## src/rtl/utfvfd_pkg.sv

```systemverilog
// Shared types, byte constants and code table of the UTF-8 to display code core.
// No dependencies.
package utfvfd_pkg;

    localparam int unsigned CFG_W   = 8;

    localparam logic [1:0] LEAD_NONE = 2'd0;
    localparam logic [1:0] LEAD_C3   = 2'd1;
    localparam logic [1:0] LEAD_C2   = 2'd2;

    localparam logic CFG_WIDE_MODULE  = 1'b0;
    localparam logic CFG_OUT_CAPACITY = 1'b1;

    localparam logic [7:0] CAPACITY_RESET = 8'd64;

    localparam logic [7:0] QMARK        = 8'h3F;
    localparam logic [7:0] BYTE_C3      = 8'hC3;
    localparam logic [7:0] BYTE_C2      = 8'hC2;
    localparam logic [7:0] BYTE_DEGREE  = 8'hB0;
    localparam logic [7:0] CODE_DEG_N   = 8'hEF;
    localparam logic [7:0] CODE_DEG_W   = 8'hB0;

    typedef struct packed {
        logic [1:0] pending_lead;
        logic [1:0] skip_left;
        logic [7:0] emitted_count;
    } state_t;

    typedef struct packed {
        logic       code_valid;
        logic [7:0] code_byte;
        logic       text_done;
        logic [7:0] code_count;
    } result_t;

    function automatic logic [7:0] umlaut_code(input logic [7:0] b2, input logic wide);
        logic [7:0] code;
        unique case (b2)
            8'h84:   code = wide ? 8'hC4 : 8'h8E;
            8'hA4:   code = wide ? 8'hE4 : 8'h84;
            8'h96:   code = wide ? 8'hD6 : 8'h99;
            8'hB6:   code = wide ? 8'hF6 : 8'h94;
            8'h9C:   code = wide ? 8'hDC : 8'h9A;
            8'hBC:   code = wide ? 8'hFC : 8'h81;
            default: code = QMARK;
        endcase
        return code;
    endfunction

endpackage

```

## src/rtl/utfvfd_cfg_regs.sv

```systemverilog
// Configuration registers: code table select and per-string output capacity.
// Depends on utfvfd_pkg.
module utfvfd_cfg_regs (
    input  logic                         clk,
    input  logic                         rst_n,
    input  logic                         cfg_we,
    input  logic                         cfg_index,
    input  logic [utfvfd_pkg::CFG_W-1:0] cfg_data,
    output logic                         wide_module,
    output logic [7:0]                   out_capacity
);

    logic       wide_reg;
    logic       wide_next;
    logic [7:0] cap_reg;
    logic [7:0] cap_next;

    always_comb
    begin
        wide_next = wide_reg;
        cap_next  = cap_reg;
        if (cfg_we)
        begin
            unique case (cfg_index)
                utfvfd_pkg::CFG_WIDE_MODULE:  wide_next = cfg_data[0];
                utfvfd_pkg::CFG_OUT_CAPACITY: cap_next  = cfg_data[7:0];
                default:                      wide_next = wide_reg;
            endcase
        end
    end

    always_ff @(posedge clk or negedge rst_n)
    begin
        if (!rst_n)
        begin
            wide_reg <= 1'b0;
            cap_reg  <= utfvfd_pkg::CAPACITY_RESET;
        end
        else
        begin
            wide_reg <= wide_next;
            cap_reg  <= cap_next;
        end
    end

    assign wide_module  = wide_reg;
    assign out_capacity = cap_reg;

endmodule

```

## src/rtl/utfvfd_decode.sv

```systemverilog
// Single-pass decode of one source byte against the current string state.
// Depends on utfvfd_pkg.
module utfvfd_decode (
    input  logic [7:0]          in_byte,
    input  logic                end_of_text,
    input  logic                wide_module,
    input  logic [7:0]          out_capacity,
    input  utfvfd_pkg::state_t  st,
    output utfvfd_pkg::state_t  st_next,
    output utfvfd_pkg::result_t res
);

    logic       emit;
    logic       valid;
    logic [7:0] code;
    logic [1:0] pend;
    logic [1:0] skip;
    logic [7:0] count;

    always_comb
    begin
        emit = 1'b0;
        code = 8'd0;
        pend = st.pending_lead;
        skip = st.skip_left;
        if (st.skip_left != 2'd0)
        begin
            skip = st.skip_left - 2'd1;
        end
        else if (st.pending_lead == utfvfd_pkg::LEAD_C3)
        begin
            pend = utfvfd_pkg::LEAD_NONE;
            code = utfvfd_pkg::umlaut_code(in_byte, wide_module);
            emit = 1'b1;
        end
        else if (st.pending_lead == utfvfd_pkg::LEAD_C2)
        begin
            pend = utfvfd_pkg::LEAD_NONE;
            if (in_byte == utfvfd_pkg::BYTE_DEGREE)
                code = wide_module ? utfvfd_pkg::CODE_DEG_W : utfvfd_pkg::CODE_DEG_N;
            else
                code = utfvfd_pkg::QMARK;
            emit = 1'b1;
        end
        else if (!in_byte[7])
        begin
            code = in_byte;
            emit = 1'b1;
        end
        else if (in_byte == utfvfd_pkg::BYTE_C3 && !end_of_text)
        begin
            pend = utfvfd_pkg::LEAD_C3;
        end
        else if (in_byte == utfvfd_pkg::BYTE_C2 && !end_of_text)
        begin
            pend = utfvfd_pkg::LEAD_C2;
        end
        else
        begin
            code = utfvfd_pkg::QMARK;
            emit = 1'b1;
            if (in_byte[7:5] == 3'b110)
                skip = 2'd1;
            else if (in_byte[7:4] == 4'b1110)
                skip = 2'd2;
            else if (in_byte[7:3] == 5'b11110)
                skip = 2'd3;
            else
                skip = 2'd0;
        end

        valid = emit && (st.emitted_count < out_capacity);
        count = valid ? st.emitted_count + 8'd1 : st.emitted_count;

        res.code_valid = valid;
        res.code_byte  = valid ? code : 8'd0;
        res.text_done  = end_of_text;
        res.code_count = count;

        if (end_of_text)
        begin
            st_next.pending_lead  = utfvfd_pkg::LEAD_NONE;
            st_next.skip_left     = 2'd0;
            st_next.emitted_count = 8'd0;
        end
        else
        begin
            st_next.pending_lead  = pend;
            st_next.skip_left     = skip;
            st_next.emitted_count = count;
        end
    end

endmodule

```

## src/rtl/utf8_to_vfd_codepage_core.sv

```systemverilog
// UTF-8 to display codepage translator, one source byte per item, one result per item.
// Path: input register, then result register, between input accept and result valid.
// Throughput: 1 item per cycle while the output is not stalled (m_axis_tready high).
// Reset (rst_n low, asynchronous): both stages empty, string state cleared,
// wide_module 0, out_capacity 64. Depends on utfvfd_pkg, utfvfd_cfg_regs, utfvfd_decode.
module utf8_to_vfd_codepage_core (
    input  logic                         clk,
    input  logic                         rst_n,
    input  logic                         cfg_we,
    input  logic                         cfg_index,
    input  logic [utfvfd_pkg::CFG_W-1:0] cfg_data,
    input  logic                         s_axis_tvalid,
    output logic                         s_axis_tready,
    input  logic [7:0]                   s_axis_tdata,   // [7:0] in_byte
    input  logic                         s_axis_tlast,   // end_of_text
    output logic                         m_axis_tvalid,
    input  logic                         m_axis_tready,
    output logic [15:0]                  m_axis_tdata,   // [7:0] code_byte, [15:8] code_count
    output logic                         m_axis_tuser,   // code_valid
    output logic                         m_axis_tlast    // text_done
);

    logic                wide_module;
    logic [7:0]          out_capacity;
    logic                in_valid_reg;
    logic                in_valid_next;
    logic [7:0]          in_byte_reg;
    logic                in_last_reg;
    logic                out_valid_reg;
    logic                out_valid_next;
    utfvfd_pkg::result_t out_res_reg;
    utfvfd_pkg::result_t res;
    utfvfd_pkg::state_t  state_reg;
    utfvfd_pkg::state_t  state_next;
    logic                advance;
    logic                in_take;

    utfvfd_cfg_regs u_cfg (
        .clk          (clk),
        .rst_n        (rst_n),
        .cfg_we       (cfg_we),
        .cfg_index    (cfg_index),
        .cfg_data     (cfg_data),
        .wide_module  (wide_module),
        .out_capacity (out_capacity)
    );

    utfvfd_decode u_dec (
        .in_byte      (in_byte_reg),
        .end_of_text  (in_last_reg),
        .wide_module  (wide_module),
        .out_capacity (out_capacity),
        .st           (state_reg),
        .st_next      (state_next),
        .res          (res)
    );

    assign advance       = in_valid_reg && (!out_valid_reg || m_axis_tready);
    assign s_axis_tready = !in_valid_reg || advance;
    assign in_take       = s_axis_tvalid && s_axis_tready;

    always_comb
    begin
        in_valid_next = in_valid_reg;
        if (in_take)
            in_valid_next = 1'b1;
        else if (advance)
            in_valid_next = 1'b0;

        out_valid_next = out_valid_reg;
        if (advance)
            out_valid_next = 1'b1;
        else if (m_axis_tready)
            out_valid_next = 1'b0;
    end

    always_ff @(posedge clk or negedge rst_n)
    begin
        if (!rst_n)
        begin
            in_valid_reg  <= 1'b0;
            out_valid_reg <= 1'b0;
            state_reg     <= '0;
        end
        else
        begin
            in_valid_reg  <= in_valid_next;
            out_valid_reg <= out_valid_next;
            if (advance)
                state_reg <= state_next;
        end
    end

    always_ff @(posedge clk)
    begin
        if (in_take)
        begin
            in_byte_reg <= s_axis_tdata;
            in_last_reg <= s_axis_tlast;
        end
        if (advance)
            out_res_reg <= res;
    end

    assign m_axis_tvalid = out_valid_reg;
    assign m_axis_tdata  = {out_res_reg.code_count, out_res_reg.code_byte};
    assign m_axis_tuser  = out_res_reg.code_valid;
    assign m_axis_tlast  = out_res_reg.text_done;

endmodule

```

## config.mk

```make
export PLATFORM = sky130hd
export DESIGN_NAME = utf8_to_vfd_codepage_core
export DESIGN_NICKNAME = d
export VERILOG_FILES = /design/src/rtl/utfvfd_pkg.sv /design/src/rtl/utfvfd_cfg_regs.sv /design/src/rtl/utfvfd_decode.sv /design/src/rtl/utf8_to_vfd_codepage_core.sv
export SDC_FILE = /design/constraint.sdc
export NUM_CORES = 1
export LEC_CHECK = 0
export ABC_AREA = 1
export ABC_CLOCK_PERIOD_IN_PS = 2100
export BUFFER_PORTS_ARGS = -buffer_cell sky130_fd_sc_hd__buf_2
export CORE_ASPECT_RATIO = 1.75
export CORE_MARGIN = 2
export CORE_UTILIZATION = 30
export DETAILED_ROUTE_END_ITERATION = 8
export GPL_TIMING_DRIVEN = 0
export PLACE_DENSITY = 0.49
export SYNTH_ARGS = -nofsm -noshare
export SYNTH_HDL_FRONTEND = slang
export SYNTH_SLANG_ARGS = --single-unit
```

## constraint.sdc

```tcl
create_clock -name clk -period 2.1 [get_ports clk]
set_clock_uncertainty 0.2 [all_clocks]
set_input_delay 0.105 -clock clk [delete_from_list [all_inputs] [get_ports clk]]
set_output_delay 0.105 -clock clk [all_outputs]
set_load 0.01 [all_outputs]
```

Yosys cells after proc, flatten, opt, wreduce, memory -nomap -nowiden
Cells that the tools add are included.
{"block": "op_classes", "n_eq_ne": 19, "n_mux": 41, "n_bitwise": 2, "n_addsub": 2, "reduce_logical": 21, "order_cmp": 1}
{"op": "$eq A8 B8 Y1 const B", "n": 9}
{"op": "$mux W7", "n": 7}
{"op": "$mux W8", "n": 6}
{"op": "$pmux W8 S6", "n": 1}
{"op": "$mux W2", "n": 15}
{"op": "$mux W12", "n": 1}
{"op": "$ne A3 B2 Y1 const B", "n": 4}
{"op": "$mux W1", "n": 10}
{"op": "$add A8 B1 Y8 const B", "n": 1}
{"op": "$lt A8 B8 Y1", "n": 1}
{"op": "$mux W6", "n": 1}
{"op": "$reduce_and A6 Y1", "n": 1}
{"op": "$reduce_bool A2 Y1", "n": 3}
{"op": "$eq A5 B5 Y1 const B", "n": 1}
{"op": "$logic_and A1 B1 Y1", "n": 5}
{"op": "$reduce_bool A5 Y1", "n": 1}
{"op": "$eq A4 B4 Y1 const B", "n": 1}
{"op": "$reduce_and A2 Y1", "n": 2}
{"op": "$reduce_and A4 Y1", "n": 1}
{"op": "$reduce_bool A4 Y1", "n": 1}
{"op": "$eq A3 B3 Y1 const B", "n": 1}
{"op": "$logic_not A1 Y1", "n": 3}
{"op": "$reduce_bool A3 Y1", "n": 1}
{"op": "$eq A2 B1 Y1 const B", "n": 1}
{"op": "6 further kinds", "n": 8}
{"block": "word_totals", "elab_cells": 99, "inputBits": 23, "regBits": 50, "output_inout_bits": 20}

Longest topological paths before layout
Gate-level depths: netlist (run 1).
{"block": "depth", "word_depth": 11, "ltp_mapped": 12, "mapped_depth_nobuf": 12}

By module
A second synthesis (run 1) with hierarchy kept.
{"block": "unflattened", "hier_cells": 365, "area_unflattened_um2": 2992.9}
{"module": "utf8_to_vfd_codepage_core", "cells_each": 89, "instances": 1, "area_each_um2": 1377.6, "seq_area_each_um2": 1161.1}
{"module": "utfvfd_decode", "cells_each": 235, "instances": 1, "area_each_um2": 1248.7, "seq_area_each_um2": 0.0}
{"module": "utfvfd_cfg_regs", "cells_each": 41, "instances": 1, "area_each_um2": 366.6, "seq_area_each_um2": 226.5}

Worst setup path before layout (run 1)
Ideal clock, no wire load.
{"block": "synth_path", "path_kind": "register -> register", "start": "reg u_cfg.cap_reg[6], in the netlist u_cfg.out_capacity[6]", "end": "reg out_res_reg, in the netlist m_axis_tdata[10], data pin", "arrival_ps": 1591, "stages_incl_launch_ff": 10, "setup_time_ps": 255, "required_ps": 1645, "setup_slack_ps": 55, "synth_period_minus_slack_ps": 2045, "path_buffers": 0, "path_cell_list": "dfstp_2 inv_1 ha_1 nand2_1 nand2_1 nand2_1 nand3_1 a21oi_4 nand3_1 and2_1"}
{"item": "from (decl)", "line_no": "utfvfd_cfg_regs.sv:15", "source": "logic [7:0] cap_reg;"}
{"item": "from (signal assigned)", "line_no": "utfvfd_cfg_regs.sv:37", "source": "cap_reg <= utfvfd_pkg::CAPACITY_RESET;"}
{"item": "from (signal assigned)", "line_no": "utfvfd_cfg_regs.sv:42", "source": "cap_reg <= cap_next;"}
{"item": "to (signal assigned)", "line_no": "utf8_to_vfd_codepage_core.sv:102", "source": "out_res_reg <= res;"}
{"item": "to (decl)", "line_no": "utf8_to_vfd_codepage_core.sv:31", "source": "utfvfd_pkg::result_t out_res_reg;"}

==> impl_results.md, run 1 <==
- Final WL: 6273 um
- Total track usage: 13.14%
- Clk pin slew, worst setup/hold paths: 60 ps
- Unrepaired setup endpoints after global routing: true
- Max VDD drop: 0.3672 mV
- Hold Crit Class: input port to register
- Synth async-reset ratio: 46.00%
- Buffers on Ports: 42
- Adder-cell area share of the yosys netlist: 4.517%
- Largest net degree at the start of global routing: 24
- Diodes inserted: 0
- Fin cells: 528
- Critical hold path startpoint: cfg_index
- R2r worst-path depth: 10
- Proportion of synthesized area in mux cells: 0%
- Register area share after synthesis: 50.09%
- Num CTS Buffers: 5
- Internal power: 2.151 mW
- HPWL after detailed placement: 4463 um
- Post-Synth XOR/XNOR Area: 1.581%
- Die Ht: 131.1 um
- Compound-Gate Fraction of Synth Area: 8.266%
- Vias per std cell: 4.358
- Worst Hold Path EP: u_cfg.out_capacity[6]$_DFFE_PN1P_
- CP Class: register to register
- Clk pwr share: 25.1%
- Dpl cells: 491
- CP arrival: 1950 ps
- Reg-to-Reg End: m_axis_tdata[9]$_DFFE_PP_
- Post-route ant nets: 0
- Number of global-route vias before repair: 2,217
- Top cell type's share of synthesized area: 29.27%
- Grt met3 use: 2.198%
- Overflow after GRT: 0
- Remaining DRCs: 0
- Final hold vios: 0
- Clock root cell: clkbuf_16
- Failing checks: setup timing
- Tmin final: 2104 ps
- Die width: 76.64 um
- Relative slew slack: 63.55%
- # Max-Cap Violations: 0
- Sw Pwr: 1.024 mW
- Setup ws final: -3.697 ps
- Synth area leader: edfxtp_1
- Largest family of logic cells by synthesized area: simple AND/OR/NAND/NOR gates
- Status: finished, violations left
- Worst hold path depth: 4
- Routed vias: 2,301
- GR Util met1: 15.31%
- IO Pins: 43
- Share of layout cells above drive strength 1: 25.98%
- PwrDens: 859.7 nW/um2
- Critical-path cell list: inv_2, ha_4, nand2_2, nand2_2, nand2_2, nand3_2, a21oi_4, buf_12, nand3b_1, and2_4
- Wirelength per Cell: 11.88 um
- GR Layer Usage met2: 23.60%
- Core area: 9036 um2
- EDFF count, synth: 27
- Pleak: 1.785 nW
- Global-route wire length before repair: 10,490 um
- Final period utilization: 100.2%
- Startpoint types: register
- Clk_lat worst skew: 290 ps
- CP Data Required Time: 1950 ps
- Synth top area cells: edfxtp_1 29%, dfrtp_1 20%, nand2_1 12%, inv_1 5.7%, nor2_1 4.6%
- Initial DRC Count: 120
- Max stage delay on crit path: 520 ps
- Avg Cell Area, Syn: 8.420 um2
- GPL Wtd Cong: 0.8525
- Sequential power share: 42.2%
- Clock buffer depth: 2
- Clock Sinks: 50
- CTS tree: yes
- Synthesized area: 2770 um2
- Syn. warnings: 0
- Synth Instances: 329
- Worst Tran Pin Value: 546.8 ps
- Die Area: 10,050 um2
- Drt pass-1 iters: 4
- Ys flop type: edfxtp_1
- FMAX: 0.4754 GHz
- Starting Density: 30.66%
- CP max FO: 5
- Sw Ratio: 32.26%
- Layout area overhead: 33.33%
- CP Capture Type: register
- Top cell by count, worst path: nand2_2
- Global routing's busiest layer: met2
- Flop2flop setup slack: -4 ps
- Worst Path Buf+Inv: 2
- FP Rows: 46
- Largest register FFs: 16
- Simple-gate share of the synthesized area: 28.32%
- Nets: 440
- Fill cells: 947
- H-tree levels: 2
- Setup TNS: -3.697 ps
- Top Family by Delay on Critical Path: flip-flops
- Syn_nets: 362
- Final setup fails: 1
- FF+latch count, synth: 50
- Final Cell Area: 3694 um2
- Area of placed instances: 3131 um2
- Reg2Reg Launch Point: u_cfg.out_capacity[6]$_DFFE_PN1P_
- Final Max Slew Viols: 0
- Initial antenna violation count: 0
- Comb pwr share: 32.6%
- Synth cell types: 32
- Crit-path slowest cell: dfstp_2
==> cells in the mapped netlist (all sizes together), types with 3 or more instances <==
master  instances
nand2          97
inv            45
nor2           40
edfxtp         27
nand3          26
dfrtp          22
o21ai          18
a21oi          15
ha             10
nor3            5
and2            3
clkbuf          3
xor2            3
==> final cells by class <==
type	count	area [um2]	area share, %
inverters	46	188.9	5.115
multi-input cells	230	1289	34.89
flip-flops and latches	50	1388	37.57
repair buffers	69	500.5	13.55
plain buffers	4	23.77	0.6436
well taps	120	150.1	4.065
clock inverters	2	7.507	0.2033
repair inverters	1	7.507	0.2033
clock buffers	6	138.9	3.760
==> power by group through the flow <==
stage	Sequential [mW]	Combinational (mW)	Clock, mW
3_3_place_gp	1.36	0.828	0
3_5_place_dp	1.36	0.844	0
2_1_floorplan	1.39	0.538	0
6_report	1.34	1.04	0.798
4_1_cts	1.34	0.949	0.832
5_1_grt	1.36	1.17	0.873
==> cells by family (layout without fill, tap and decap cells) <==
logic type,after synthesis,in the layout
buffers and inverters,50,128
AND/OR/NAND/NOR,175,176
adder cells (fa/ha/maj),10,10
AO/OA/AOI/OAI,39,39
flip-flops,50,50
XOR/XNOR,5,5
==> cells in the final DEF, fill, tap and decap left out, types with 2 or more instances in the layout <==
cell type / count
nor2_2: 8
edfxtp_1: 27
inv_1: 39
nor3_1: 3
inv_2: 5
nand3_1: 22
ha_1: 9
nor3_2: 2
a21oi_1: 13
nand2_1: 78
nand3_2: 4
buf_2: 42
o21ai_2: 3
o22ai_1: 2
clkbuf_1: 2
nand2_4: 5
clkinvlp_4: 2
nor2_1: 30
nor2_4: 2
dfrtp_1: 22
buf_4: 2
xor2_1: 3
and2_1: 2
dlygate4sd3_1: 23
o21ai_0: 15
xnor2_1: 2
clkbuf_16: 6
nand4_1: 2
clkinv_1: 2
nand2_2: 14
o31ai_1: 2
==> repair_timing <==
item	4_1_cts	5_1_grt
endpoints found under the setup margin	44	23
setup buffers	2	1
endpoints found under the hold margin	43	0
pin swaps	1	15
gates cloned	2	1
gates resized for setup	8	24
hold buffers	24	0
==> layer usage <==
| layer | vias to the layer above | share of wire [%] |
|---|---|---|
| met1 | 1033 | 41 |
| met4 | 0 | 1.8 |
| met3 | 6 | 2.8 |
| met5 | - | 0 |
| met2 | 40 | 54 |
| li1 | 1222 | - |
==> worst max-delay path by stage <==
stage,start,endpoint,slack [ps],cells past startpoint
after floorplan,u_cfg.out_capacity[6]$_DFFE_PN1P_,m_axis_tdata[10]$_DFFE_PP_,50,9
after global placement,u_cfg.out_capacity[6]$_DFFE_PN1P_,m_axis_tdata[12]$_DFFE_PP_,-140,10
after detailed placement,u_cfg.out_capacity[6]$_DFFE_PN1P_,m_axis_tdata[14]$_DFFE_PP_,-130,10
after CTS,u_cfg.out_capacity[6]$_DFFE_PN1P_,m_axis_tdata[9]$_DFFE_PP_,10,10
after global routing,u_cfg.out_capacity[6]$_DFFE_PN1P_,m_axis_tdata[9]$_DFFE_PP_,-120,10
final,u_cfg.out_capacity[6]$_DFFE_PN1P_,m_axis_tdata[9]$_DFFE_PP_,-4,10
==> through the flow <==
step           hold slack (ps)  setup slack (ps)  total power [mW]  utilization (%)
5_1_grt                  70.50            -118.3             3.403            40.88
3_3_place_gp            -78.65            -140.5             2.184            34.64
3_5_place_dp            -69.80            -129.4             2.202            34.64
2_1_floorplan           -390.6             54.75             1.932                -
4_1_cts                  28.44             11.31             3.120            39.71
6_report                 22.86            -3.697             3.175            40.88
==> tightest hold or removal path: cells and delay by family <==
kind            cells  cell delay (ps)
simple gates        2              280
compound gates      1               40
buf+inv             1               90
(Power assumes the default switching activity.)
==> run 2: changes to the inputs <==
--- a/config.mk
+++ b/config.mk
@@ -7,13 +7,14 @@
 export LEC_CHECK = 0
 export ABC_AREA = 1
 export ABC_CLOCK_PERIOD_IN_PS = 2100
-export BUFFER_PORTS_ARGS = -buffer_cell sky130_fd_sc_hd__buf_2
+export BUFFER_PORTS_ARGS = -buffer_cell sky130_fd_sc_hd__buf_4
 export CORE_ASPECT_RATIO = 1.75
 export CORE_MARGIN = 2
 export CORE_UTILIZATION = 30
 export DETAILED_ROUTE_END_ITERATION = 8
 export GPL_TIMING_DRIVEN = 0
 export PLACE_DENSITY = 0.49
+export SLEW_MARGIN = 0
 export SYNTH_ARGS = -nofsm -noshare
 export SYNTH_HDL_FRONTEND = slang
 export SYNTH_SLANG_ARGS = --single-unit
==> run 2 against run 1 <==
  * The flow now finishes without violations
  * Global-route usage fell by 0.051 points
  * Register-to-register slack gained 40 ps
  * Clock power up 2.8%
  * Die area did not move
  * Sequential cell count unchanged
  * Design area up 3.7%
  * Total power grew 2.9%
  * Sequential power about the same
  * Critical path type unchanged
  * Critical endpoint is now m_axis_tdata[8]$_DFFE_PP_
==> impl_results.md, run 2 (same netlist as run 1, synthesis figures left out) <==
- Status: complete, no violations
- Top Family by Delay on Critical Path: flip-flops
- HPWL after detailed placement: 4484 um
- Layout area overhead: 38.21%
- Most frequent cells in the layout: 78 x nand2_1, 47 x buf_4, 39 x inv_1
- Clk pin slew, worst setup/hold paths: 70 ps
- Clock root cell: clkbuf_16
- Flop2flop setup slack: 40 ps
- Wirelength per Cell: 11.67 um
- Drt pass-1 iters: 4
- Area of placed instances: 3236 um2
- Power after layout: 3.268 mW
- Max stage delay on crit path: 520 ps
- Clk_lat worst skew: 290 ps
- CP max FO: 5
- CTS tree: yes
- Final period utilization: 98.31%
- Final hold vios: 0
- Max VDD drop: 0.4010 mV
- Core area: 9036 um2
- Die width: 76.64 um
- Final setup fails: 0
- Relative slew slack: 68.99%
- Top cell by count, worst path: nand2_2
- Initial DRC Count: 88
- Share of layout cells above drive strength 1: 26.21%
- Initial antenna violation count: 0
- Nets: 444
- Die Ht: 131.1 um
- Largest register FFs: 16
- Vias per std cell: 4.357
- CP arrival: 1920 ps
- Largest net degree at the start of global routing: 24
- Critical-path cell list: inv_2, ha_4, nand2_2, nand2_2, nand2_2, nand3_2, a21oi_4, buf_12, nand3_1, and2_1
- CP Class: register to register
- Clock buffer depth: 2
- Starting Density: 30.66%
- # Max-Cap Violations: 0
- Overflow after GRT: 0
- Total track usage: 13.09%
- Crit-path slowest cell: dfstp_2
- H-tree levels: 2
- Final WL: 6208 um
- Hold Crit Class: input port to register
- Routed vias: 2,318
- Die Area: 10,050 um2
- CP Capture Type: register
- Pleak: 1.835 nW
- Worst Tran Pin Value: 465.2 ps
- PwrDens: 853.6 nW/um2
- GPL Wtd Cong: 0.8427
- FP Rows: 46
- Remaining DRCs: 0
- Unrepaired setup endpoints after global routing: true
- Final Cell Area: 3829 um2
- IO Pins: 43
- Post-route ant nets: 0
- Diodes inserted: 0
- FMAX: 0.4844 GHz
- Final Max Slew Viols: 0
- Tmin final: 2065 ps
- Clock Sinks: 50
- Commonest non-fill, non-tap cell in the layout: nand2_1
- Num CTS Buffers: 5
- Global-route wire length before repair: 10,450 um
- Worst Path Buf+Inv: 2
- CP Data Required Time: 1950 ps
- Buffers on Ports: 42
- Number of global-route vias before repair: 2,275
- Startpoint types: register
-- run 2: changes by cell type in the layout (fill, tap and decap cells not counted), sizes merged --
cell,previous run,this run
buf,46,49
dlygate4sd3,23,24
clkinv,3,2
clkbuf,10,11
-- run 2: power by group --
group	switching, mW	internal, mW
Combinational	0.602	0.503
Sequential	0.0926	1.25
Clock	0.347	0.473
-- run 2: timing repair --
action / 4_1_cts / 5_1_grt
setup endpoints to repair: 44 / 22
gates cloned: 2 / 1
setup buffers: 3 / 3
resized for setup: 6 / 25
hold buffers: 24 / 0
hold endpoints to repair: 43 / 0
pin swaps: 1 / 15
-- run 2: final cells by class --
type,count,area (um2)
Timing Repair Buffer,73,638.1
Fill cell,941,5207
Tap cell,120,150.1
Buffer,4,23.77
Inverter,46,188.9
Multi-Input combinational cell,230,1285
Timing Repair inverter,1,7.507
Clock inverter,1,5.005
Sequential cell,50,1388
Clock buffer,7,142.6
-- run 2: through the flow --
| step | setup WS [ps] | std cells | util [%] | hold WS, ps | setup TNS [ps] |
|---|---|---|---|---|---|
| 2_1_floorplan | 54.75 | 329 | - | -390.6 | 0 |
| 3_3_place_gp | -135.5 | 491 | 35.81 | -175.7 | -4216 |
| 3_5_place_dp | -146.3 | 491 | 35.81 | -171.7 | -4255 |
| 4_1_cts | 13.60 | 528 | 40.94 | 10.35 | 0 |
| 5_1_grt | -83.64 | 532 | 42.37 | 70.81 | -893.2 |
| 6_report | 35.49 | 532 | 42.37 | 11.60 | 0 |
-- run 2: tightest hold or removal path: stages --
cell and delay [ps]:
buf_4 80, nand2_1 140, nor2_1 120, a21oi_1 40
-- run 2: final timing paths --
check | from | endpoint | cells after the start
min | cfg_index | u_cfg.out_capacity[6]$_DFFE_PN1P_ | 4
min reg2reg | u_cfg.out_capacity[0]$_DFFE_PN0P_ | u_cfg.out_capacity[0]$_DFFE_PN0P_ | 2
max in group asynchronous | rst_n | u_cfg.out_capacity[6]$_DFFE_PN1P_ | 2
max | u_cfg.out_capacity[6]$_DFFE_PN1P_ | m_axis_tdata[8]$_DFFE_PP_ | 10
min in group asynchronous | rst_n | state_reg[3]$_DFFE_PN0P_ | 2
max reg2reg | u_cfg.out_capacity[6]$_DFFE_PN1P_ | m_axis_tdata[8]$_DFFE_PP_ | 10
-- run 2: per-layer routing --
metal	part of all wire, %	global-route usage (%)
met5	0	0
met4	1.7	5.152
met3	2.8	2.679
met2	54	23.94
met1	42	14.61
==> run 3: changes to the inputs <==
--- a/config.mk
+++ b/config.mk
@@ -10,10 +10,11 @@
 export BUFFER_PORTS_ARGS = -buffer_cell sky130_fd_sc_hd__buf_4
 export CORE_ASPECT_RATIO = 1.75
 export CORE_MARGIN = 2
-export CORE_UTILIZATION = 30
+export CORE_UTILIZATION = 51
+export CTS_CLUSTER_DIAMETER = 120
 export DETAILED_ROUTE_END_ITERATION = 8
 export GPL_TIMING_DRIVEN = 0
-export PLACE_DENSITY = 0.49
+export PLACE_DENSITY = 0.76
 export SLEW_MARGIN = 0
 export SYNTH_ARGS = -nofsm -noshare
 export SYNTH_HDL_FRONTEND = slang
==> run 3 against run 2 <==
  * Sequential cell count is the same
  * Setup slack improved by 21 ps
  * Critical path depth down 5
  * Register-to-register slack better by 20 ps
  * Sequential share of layout area up 2.0 points
  * Routed wire length decreased by 6.1%
  * Hold slack hardly changed
  * Fmax grew 1.1%
  * Via count up 3.6%
  * Design area shrank 5.2%
  * Clock-buffer cell count fell by 2
  * Total power fell by 9.5%
  * Highest routed layer unchanged
==> impl_results.md, run 3 (same netlist as run 1, synthesis figures left out) <==
- Status: complete, no violations
- Clock buffer depth: 2
- Diodes inserted: 0
- Area of placed instances: 3154 um2
- Relative slew slack: 71.65%
- FMAX: 0.4895 GHz
- Final period utilization: 97.29%
- CP Class: register to register
- FP Rows: 35
- Number of global-route vias before repair: 2,264
- Worst Setup SP: m_axis_tvalid$_DFFE_PN0P_
- CP Data Required Time: 2110 ps
- Vias per std cell: 5.163
- GR Util met1: 24.39%
- Pleak: 1.788 nW
- CP Capture Type: register
- Hold Crit Class: input port to register
- CP max FO: 3
- Global-route wire length before repair: 9570 um
- Worst Tran Pin Value: 424.8 ps
- Die width: 59.71 um
- Fin util: 69.05%
- GR Layer Usage met2: 36.79%
- GPL Wtd Cong: 0.8352
- Worst Setup EP: in_valid_reg$_DFFE_PN0P_
- Largest register FFs: 16
- Clk_lat worst skew: 310 ps
- Overflow after GRT: 0
- DP Worst Slack: -144.9 ps
- Routed vias: 2,401
- Wirelength per Cell: 12.54 um
- Reg2Reg Launch Point: m_axis_tvalid$_DFFE_PN0P_
- Most frequent cells in the layout: 85 x nand2_1, 45 x buf_4, 39 x inv_1
- Final Max Slew Viols: 0
- Remaining DRCs: 0
- Reg-to-Reg End: in_valid_reg$_DFFE_PN0P_
- Final hold vios: 0
- Post-route ant nets: 0
- Num CTS Buffers: 5
- Max VDD drop: 0.5208 mV
- Grt met3 use: 2.810%
- CTS tree: yes
- Total track usage: 20.50%
- Startpoint types: register
- Initial antenna violation count: 0
- PwrDens: 815.2 nW/um2
- Setup ws final: 56.94 ps
- H-tree levels: 2
- Final Cell Area: 3628 um2
- Clock root cell: clkbuf_8
- Drt pass-1 iters: 5
- Share of layout cells above drive strength 1: 23.66%
- Buffers on Ports: 42
- Final WL: 5829 um
- Nets: 442
- Core area: 5255 um2
- Die Ht: 101.5 um
- Fill cells: 422
- Critical hold path startpoint: cfg_index
- Final setup fails: 0
- Tmin final: 2043 ps
- Die Area: 6060 um2
- # Max-Cap Violations: 0
- Global routing's busiest layer: met2
- Clock Sinks: 50
- IO Pins: 43
- HPWL after detailed placement: 4111 um
- Worst hold path depth: 4
- Clk pin slew, worst setup/hold paths: 100 ps
- Power after layout: 2.958 mW
- CP arrival: 2050 ps
- Initial DRC Count: 68
- Commonest non-fill, non-tap cell in the layout: nand2_1
- Largest net degree at the start of global routing: 24
- Layout area overhead: 30.98%
- Starting Density: 52.71%
- Flop2flop setup slack: 60 ps
- R2r worst-path depth: 5
==> run 3: cell count changes in the layout (fill, tap and decap cells not counted), sizes merged <==
| cell | delta |
|---|---|
| clkinv | -1 |
| buf | -2 |
| dlygate4sd3 | +1 |
| clkinvlp | +1 |
| inv | +2 |
| clkbuf | -3 |
==> run 3: cell type report <==
| cell class | count | area [um2] | area share [%] |
|---|---|---|---|
| clock inverters | 3 | 25.02 | 0.6897 |
| well taps | 55 | 68.82 | 1.897 |
| clock buffers | 5 | 68.82 | 1.897 |
| inverters | 46 | 183.9 | 5.069 |
| flip-flops and latches | 50 | 1388 | 38.24 |
| multi-input cells | 230 | 1255 | 34.59 |
| plain buffers | 4 | 23.77 | 0.6552 |
| repair buffers | 71 | 608.1 | 16.76 |
| repair inverters | 1 | 7.507 | 0.2069 |
==> run 3: worst min-delay path by stage <==
| stage | endpoint | slack, ps |
|---|---|---|
| global placement | state_reg[3]$_DFFE_PN0P_ | -180 |
| CTS | u_cfg.out_capacity[5]$_DFFE_PN0P_ | 3 |
| global route | state_reg[3]$_DFFE_PN0P_ | 50 |
| floorplan | in_valid_reg$_DFFE_PN0P_ | -390 |
| finish | u_cfg.out_capacity[3]$_DFFE_PN0P_ | 10 |
| detailed placement | state_reg[3]$_DFFE_PN0P_ | -180 |
==> run 3: per-stage QoR <==
step | TNS (ps) | hold WS (ps) | cells
after CTS | 0 | 3.003 | 463
after detailed placement | -2415 | -179.5 | 426
final | 0 | 11.55 | 465
after floorplan | 0 | -390.6 | 329
after global routing | -8.996 | 49.06 | 465
after global placement | -1343 | -183.6 | 426
==> run 3: worst max-delay path, stage by stage (launching register included) <==
cell and delay (ps):
dfrtp_1 400, nand3_2 120, nand2_2 80, dlygate4sd3_1 550, nand2_1 60, dlygate4sd3_1 550
==> run 3: where the power goes <==
part	total (mW)	internal, mW	switching (mW)
clock	0.585	0.241	0.344
sequential	1.34	1.25	0.0963
combinational	1.03	0.459	0.569
total	2.96	1.95	1.01
==> run 3: timing repair <==
item                                    4_1_cts  5_1_grt
gates resized for setup                       5       15
hold buffers                                 25        0
endpoints found under the setup margin       25       41
pin swaps                                     2        6
setup buffers                                 3        1
gates cloned                                  1        1
endpoints found under the hold margin        43        0
==> run 3: metal layers <==
metal  share of wire (%)  vias to the layer above
met5                   0                        -
met4                 1.3                        0
met3                 2.8                        6
met2                  55                       48
met1                  41                     1125
li1                    -                     1222
